### src/rtl/ept_pkg.sv
// Shared types and constants for the entropy price table.
// No dependencies; compiled first.
`default_nettype none

package ept_pkg;

  localparam int unsigned OP_W       = 2;
  localparam int unsigned INDEX_W    = 8;
  localparam int unsigned IN_COUNT_W = 20;
  localparam int unsigned PRICE_W    = 13;
  localparam int unsigned FLOOR_W    = 9;

  // log2 fixed point: fraction bits of the result, fraction bits of the mantissa
  localparam int unsigned FRAC_BITS = 8;
  localparam int unsigned MANT_FRAC = 31;
  localparam int unsigned MANT_W    = MANT_FRAC + 1;

  localparam logic [PRICE_W-1:0] PRICE_MAX   = '1;
  localparam logic [FLOOR_W-1:0] FLOOR_RESET = FLOOR_W'(256);

  typedef enum logic [OP_W-1:0] {
    OP_LOAD  = 2'd0,
    OP_READ  = 2'd1,
    OP_CLEAR = 2'd2,
    OP_NONE  = 2'd3
  } op_e;

endpackage

`default_nettype wire

### src/rtl/ept_log2.sv
// Iterative fixed-point log2: leading-zero search one shift step per cycle,
// then one mantissa squaring per cycle for each fraction bit. Depends on ept_pkg.
`default_nettype none

module ept_log2 import ept_pkg::*; #(
  parameter int unsigned XW = 28
) (
  input  wire logic          clk_i,
  input  wire logic          rst_ni,
  input  wire logic          start_i,
  input  wire logic [XW-1:0] x_i,
  output      logic          busy_o,
  output      logic [$clog2((XW <= MANT_W) ? MANT_W : 2 * MANT_W) + FRAC_BITS - 1:0] res_o
);

  localparam int unsigned NW     = (XW <= MANT_W) ? MANT_W : 2 * MANT_W;
  localparam int unsigned NSTEPS = $clog2(NW);
  localparam int unsigned RW     = NSTEPS + FRAC_BITS;

  typedef enum logic [2:0] {
    LG_IDLE = 3'b001,
    LG_NORM = 3'b010,
    LG_SQR  = 3'b100
  } lg_state_e;

  lg_state_e             state_q, state_d;
  logic [NW-1:0]         norm_q, norm_d;
  logic [NSTEPS-1:0]     lz_q, lz_d;
  logic [NSTEPS-1:0]     sh_q, sh_d;     // current shift amount, one-hot
  logic [MANT_W-1:0]     m_q, m_d;
  logic [FRAC_BITS-1:0]  fbit_q, fbit_d; // fraction bit found this round
  logic [RW-1:0]         res_q, res_d;

  logic [2*MANT_W-1:0]   prod;
  logic [MANT_W:0]       sq;
  logic                  top_zero;
  logic [NSTEPS-1:0]     hb;

  assign prod     = {{MANT_W{1'b0}}, m_q} * {{MANT_W{1'b0}}, m_q};
  assign sq       = prod[MANT_FRAC +: MANT_W + 1];
  assign top_zero = (norm_q >> (NW - int'(sh_q))) == '0;
  assign hb       = NSTEPS'(NW - 1) - lz_q;

  always_comb begin
    state_d = state_q;
    norm_d  = norm_q;
    lz_d    = lz_q;
    sh_d    = sh_q;
    m_d     = m_q;
    fbit_d  = fbit_q;
    res_d   = res_q;
    case (state_q)
      LG_IDLE: begin
        if (start_i) begin
          norm_d  = (x_i == '0) ? NW'(1) : NW'(x_i);
          lz_d    = '0;
          sh_d    = NSTEPS'(NW / 2);
          state_d = LG_NORM;
        end
      end
      LG_NORM: begin
        if (top_zero) begin
          norm_d = norm_q << int'(sh_q);
          lz_d   = lz_q + sh_q;
        end
        sh_d = sh_q >> 1;
        if (sh_q == NSTEPS'(1)) begin
          m_d     = norm_d[NW-1 -: MANT_W];
          res_d   = {((top_zero) ? hb - NSTEPS'(1) : hb), {FRAC_BITS{1'b0}}};
          fbit_d  = {1'b1, {(FRAC_BITS-1){1'b0}}};
          state_d = LG_SQR;
        end
      end
      LG_SQR: begin
        if (sq[MANT_W]) begin
          m_d   = sq[MANT_W:1];
          res_d = res_q | RW'(fbit_q);
        end else begin
          m_d = sq[MANT_W-1:0];
        end
        fbit_d = fbit_q >> 1;
        if (fbit_q[0]) begin
          state_d = LG_IDLE;
        end
      end
      default: state_d = LG_IDLE;
    endcase
  end

  always_ff @(posedge clk_i or negedge rst_ni) begin
    if (!rst_ni) begin
      state_q <= LG_IDLE;
    end else begin
      state_q <= state_d;
    end
  end

  always_ff @(posedge clk_i) begin
    norm_q <= norm_d;
    lz_q   <= lz_d;
    sh_q   <= sh_d;
    m_q    <= m_d;
    fbit_q <= fbit_d;
    res_q  <= res_d;
  end

  assign busy_o = (state_q != LG_IDLE);
  assign res_o  = res_q;

endmodule

`default_nettype wire

### config.mk
export PLATFORM = sky130hd
export DESIGN_NAME = ept_log2
export DESIGN_NICKNAME = d
export VERILOG_FILES = /design/src/rtl/ept_pkg.sv /design/src/rtl/ept_log2.sv
export SDC_FILE = /design/constraint.sdc
export NUM_CORES = 2
export LEC_CHECK = 0
export ABC_AREA = 1
export BUFFER_PORTS_ARGS = -buffer_cell sky130_fd_sc_hd__buf_2
export CAP_MARGIN = 15
export CORE_MARGIN = 2
export CORE_UTILIZATION = 65
export CTS_BUF_LIST = sky130_fd_sc_hd__clkbuf_8
export DETAILED_ROUTE_END_ITERATION = 7
export PLACE_DENSITY_LB_ADDON = 0.15
export SYNTH_ARGS = -nofsm -noshare
export SYNTH_HDL_FRONTEND = slang
export SYNTH_SLANG_ARGS = --single-unit
### constraint.sdc
create_clock -name clk_i -period 14.5 [get_ports clk_i]
set_input_delay 2.175 -clock clk_i [delete_from_list [all_inputs] [get_ports clk_i]]
set_output_delay 2.175 -clock clk_i [all_outputs]
set_load 0.05 [all_outputs]
==> out/results.txt <==
sequential area share after synthesis = 0.0773
via count = 30049
IO Count = 45
Reg area = 2930 sq um
Iter 0 DRT Violations = 2480
vias in the first global route = 31348
clk buf depth = 2
Synth Area in Compound Gates = 0.0505
xor/xnor cell area share of the yosys netlist = 0.0158
hold path depth = 1
initial core utilization = 0.657
CP endpoint kind = register
clk slew on worst S/H paths = 0.10 ns
Post-Syn Nets = 5967
area growth from synthesis to layout = 2.66%
Post-DRT Antenna Nets = 0
H-tree levels = 3
post-synth cell types = 43
hold_buf cts = 0
Post-CTS Resized = 0
Worst setup SP type = register
simple-gate share of the synthesized area = 0.178
# setup viols final = 0
mux contribution to synthesized area = 0.00238
clock skew = 0.0310 ns
Synth Area in Adders = 0.520
reg2reg path depth = 26
Setup Total Neg Slack = 0 ns
final net count = 5901
status = complete, no violations
GRT overflow = 0
min cycle time layout = 8.86 ns
max cap viols = 0
crit share post-route = 0.611
Sink Count = 98
r2r endpoint = res_o[4]
Post-Syn Area = 37900 sq um
post-synthesis register bit count = 98
chip width = 245 um
synth warn = 0
worst-margin pin slew = 1.04 ns
Worst Hold Class = reg -> reg
Fill cells = 5064
initial antenna violation count = 2
Final GP Congestion = 0.984
CP Class = reg -> reg
RSZ-0062 raised after global routing = false
Worst Path Arrival = 8.89 ns
Hold Fails Final Rpt = 0
largest family of logic cells by synthesized area = adder cells
area of the multi-input gates = 29000 sq um
DR vias/cell = 5.42
CTS root buffer = clkbuf_8
routed len/inst = 17.9 um
Core ar. = 57700 sq um
first-pass GRT wire length = 163000 um
Rel. slew slack = 0.301
crit path launch = m_q[13]
worst-skew pair later-pin latency = 0.43 ns
cts bufs inserted = 9
Die Area = 60200 sq um
GRT Util Overall = 0.349
row cnt = 88
CP endpoint = res_o[4]
HPWL after DPL = 80400 um
Die Ht = 245 um
Max Fclk = 113 MHz
hold_sp = fbit_q[0]
ant diodes = 0
DR pass1 iterations = 6
Post-CTS Setup Bufs = 0
post-synthesis instance total = 4837
syn avg cell area = 7.83 sq um
flop2flop setup slack = 5.64 ns
# DRC = 0
Port Buffers = 44
r2r startpoint = m_q[13]
largest net degree at the start of global routing = 54
worst-path fanout max = 33
Final Slew Violations = 0
layout cell share with drive strength beyond 1 = 0.0272
final wirelength = 99200 um
CTS tree = done
Required @ worst endpoint = 14.54 ns
state kept, by name, summed over array words and instances (netlist names):
register,count
lz_q,5
fbit_q,8
norm_q,32
m_q,32
state_q,3
res_o,13
sh_q,5
worst min-delay path by stage:
stage	to	slack [ns]
finish	state_q[2]	0.54
global route	state_q[2]	0.57
CTS	state_q[2]	0.54
detailed placement	state_q[2]	0.52
global placement	state_q[2]	0.51
floorplan	state_q[2]	0.46
metrics by stage:
stage               cells  setup slack, ns  utilization  area (sq um)  hold slack, ns
floorplan            4837             6.73            -         37900           0.460
global route         5541             5.14        0.674         38900           0.571
detailed placement   5525             5.66        0.671         38700           0.520
finish               5541             5.64        0.674         38900           0.538
global placement     5525             5.81        0.671         38700           0.512
CTS                  5541             5.65        0.674         38900           0.538
routing by layer:
layer,global-route usage,routed length (um),vias up
met5,0,0,-
met4,0.103,3280,0
met3,0.0362,6830,184
met2,0.587,47600,1128
met1,0.483,41500,14737
li1,-,-,14000
critical path: stages (launching register included):
cell and delay, ns:
edfxtp_1 1.02, buf_4 0.46, nand2_1 0.08, inv_1 0.11, fa_1 0.44, fa_1 0.48, fa_1 0.56, inv_1 0.05
fa_1 0.49, inv_1 0.06, fa_1 0.56, fa_1 0.43, fa_1 0.49, inv_1 0.06, fa_1 0.48, inv_1 0.05
ha_1 0.32, a21oi_1 0.20, o21ai_0 0.16, a21oi_1 0.29, o21ai_0 0.16, a21oi_1 0.26, nand2_1 0.12, nand2_1 0.07
nand2_1 0.05, buf_4 0.23, o21ai_0 0.78
cell usage after synthesis:
cell type | count | area share
a211oi_1 | 2 | 0.00040
a21boi_0 | 6 | 0.0012
a21o_1 | 11 | 0.0022
a21oi_1 | 98 | 0.013
a31o_2 | 5 | 0.0012
a31oi_1 | 10 | 0.0017
and2_1 | 5 | 0.00083
and3_1 | 3 | 0.00050
buf_1 | 23 | 0.0023
buf_2 | 15 | 0.0020
buf_4 | 7 | 0.0014
buf_6 | 3 | 0.00089
clkbuf_1 | 117 | 0.012
clkinv_1 | 2 | 0.00020
dfrtp_1 | 2 | 0.0013
dfstp_2 | 1 | 0.00069
edfxtp_1 | 95 | 0.075
fa_1 | 792 | 0.42
ha_1 | 307 | 0.10
inv_1 | 1389 | 0.14
inv_2 | 2 | 0.00020
mux2i_1 | 9 | 0.0024
nand2_1 | 1123 | 0.11
nand2_2 | 2 | 0.00033
nand3_1 | 215 | 0.028
nand3b_1 | 12 | 0.0024
nand4_1 | 20 | 0.0033
nor2_1 | 246 | 0.024
nor2_2 | 1 | 0.00017
nor3_1 | 21 | 0.0028
nor4_1 | 11 | 0.0018
o2111ai_1 | 3 | 0.00069
o211ai_1 | 8 | 0.0016
o21a_1 | 13 | 0.0026
o21ai_0 | 136 | 0.018
o21ai_1 | 9 | 0.0012
o21ai_2 | 1 | 0.00023
o21bai_1 | 29 | 0.0057
o22ai_1 | 6 | 0.00099
or2_2 | 11 | 0.0018
xnor2_1 | 27 | 0.0062
xnor2_4 | 1 | 0.00073
xor2_1 | 38 | 0.0088
cells by family after synthesis:
family                   after synthesis
flip-flops                            98
adder cells (fa/ha/maj)             1099
buffers and inverters               1558
multiplexers                           9
AO/OA/AOI/OAI                        337
AND/OR/NAND/NOR                     1670
XOR/XNOR                              66
layout by cell type (no fill, tap or decap), types with 5 or more instances in the layout:
master	n
o21a_1	13
o22ai_1	6
or2_2	11
xnor2_1	27
edfxtp_1	95
ha_1	307
a31oi_1	10
nand4_1	20
a21oi_1	98
inv_1	1389
nor3_1	20
mux2i_1	9
and2_1	5
o21ai_1	9
clkbuf_8	9
fa_1	792
nand3b_1	12
o21bai_1	29
a21o_1	11
nand3_1	214
o211ai_1	8
nand2_1	1123
nor4_1	11
a31o_2	5
buf_4	44
o21ai_0	136
nor2_1	246
buf_2	44
xor2_1	38
a21boi_0	6
layout make-up:
| type | count | share of cell area |
|---|---|---|
| Clock inverter | 7 | 0.00138 |
| Tap cell | 765 | 0.0246 |
| Sequential cell | 98 | 0.0753 |
| Clock buffer | 9 | 0.00319 |
| Inverter | 1393 | 0.134 |
| Multi-Input combinational cell | 3181 | 0.747 |
| Timing Repair Buffer | 88 | 0.0142 |
Power is left out: the tool's default activity adds up to more than one toggle a clock period on the data nets, which glitch-free logic cannot reach.
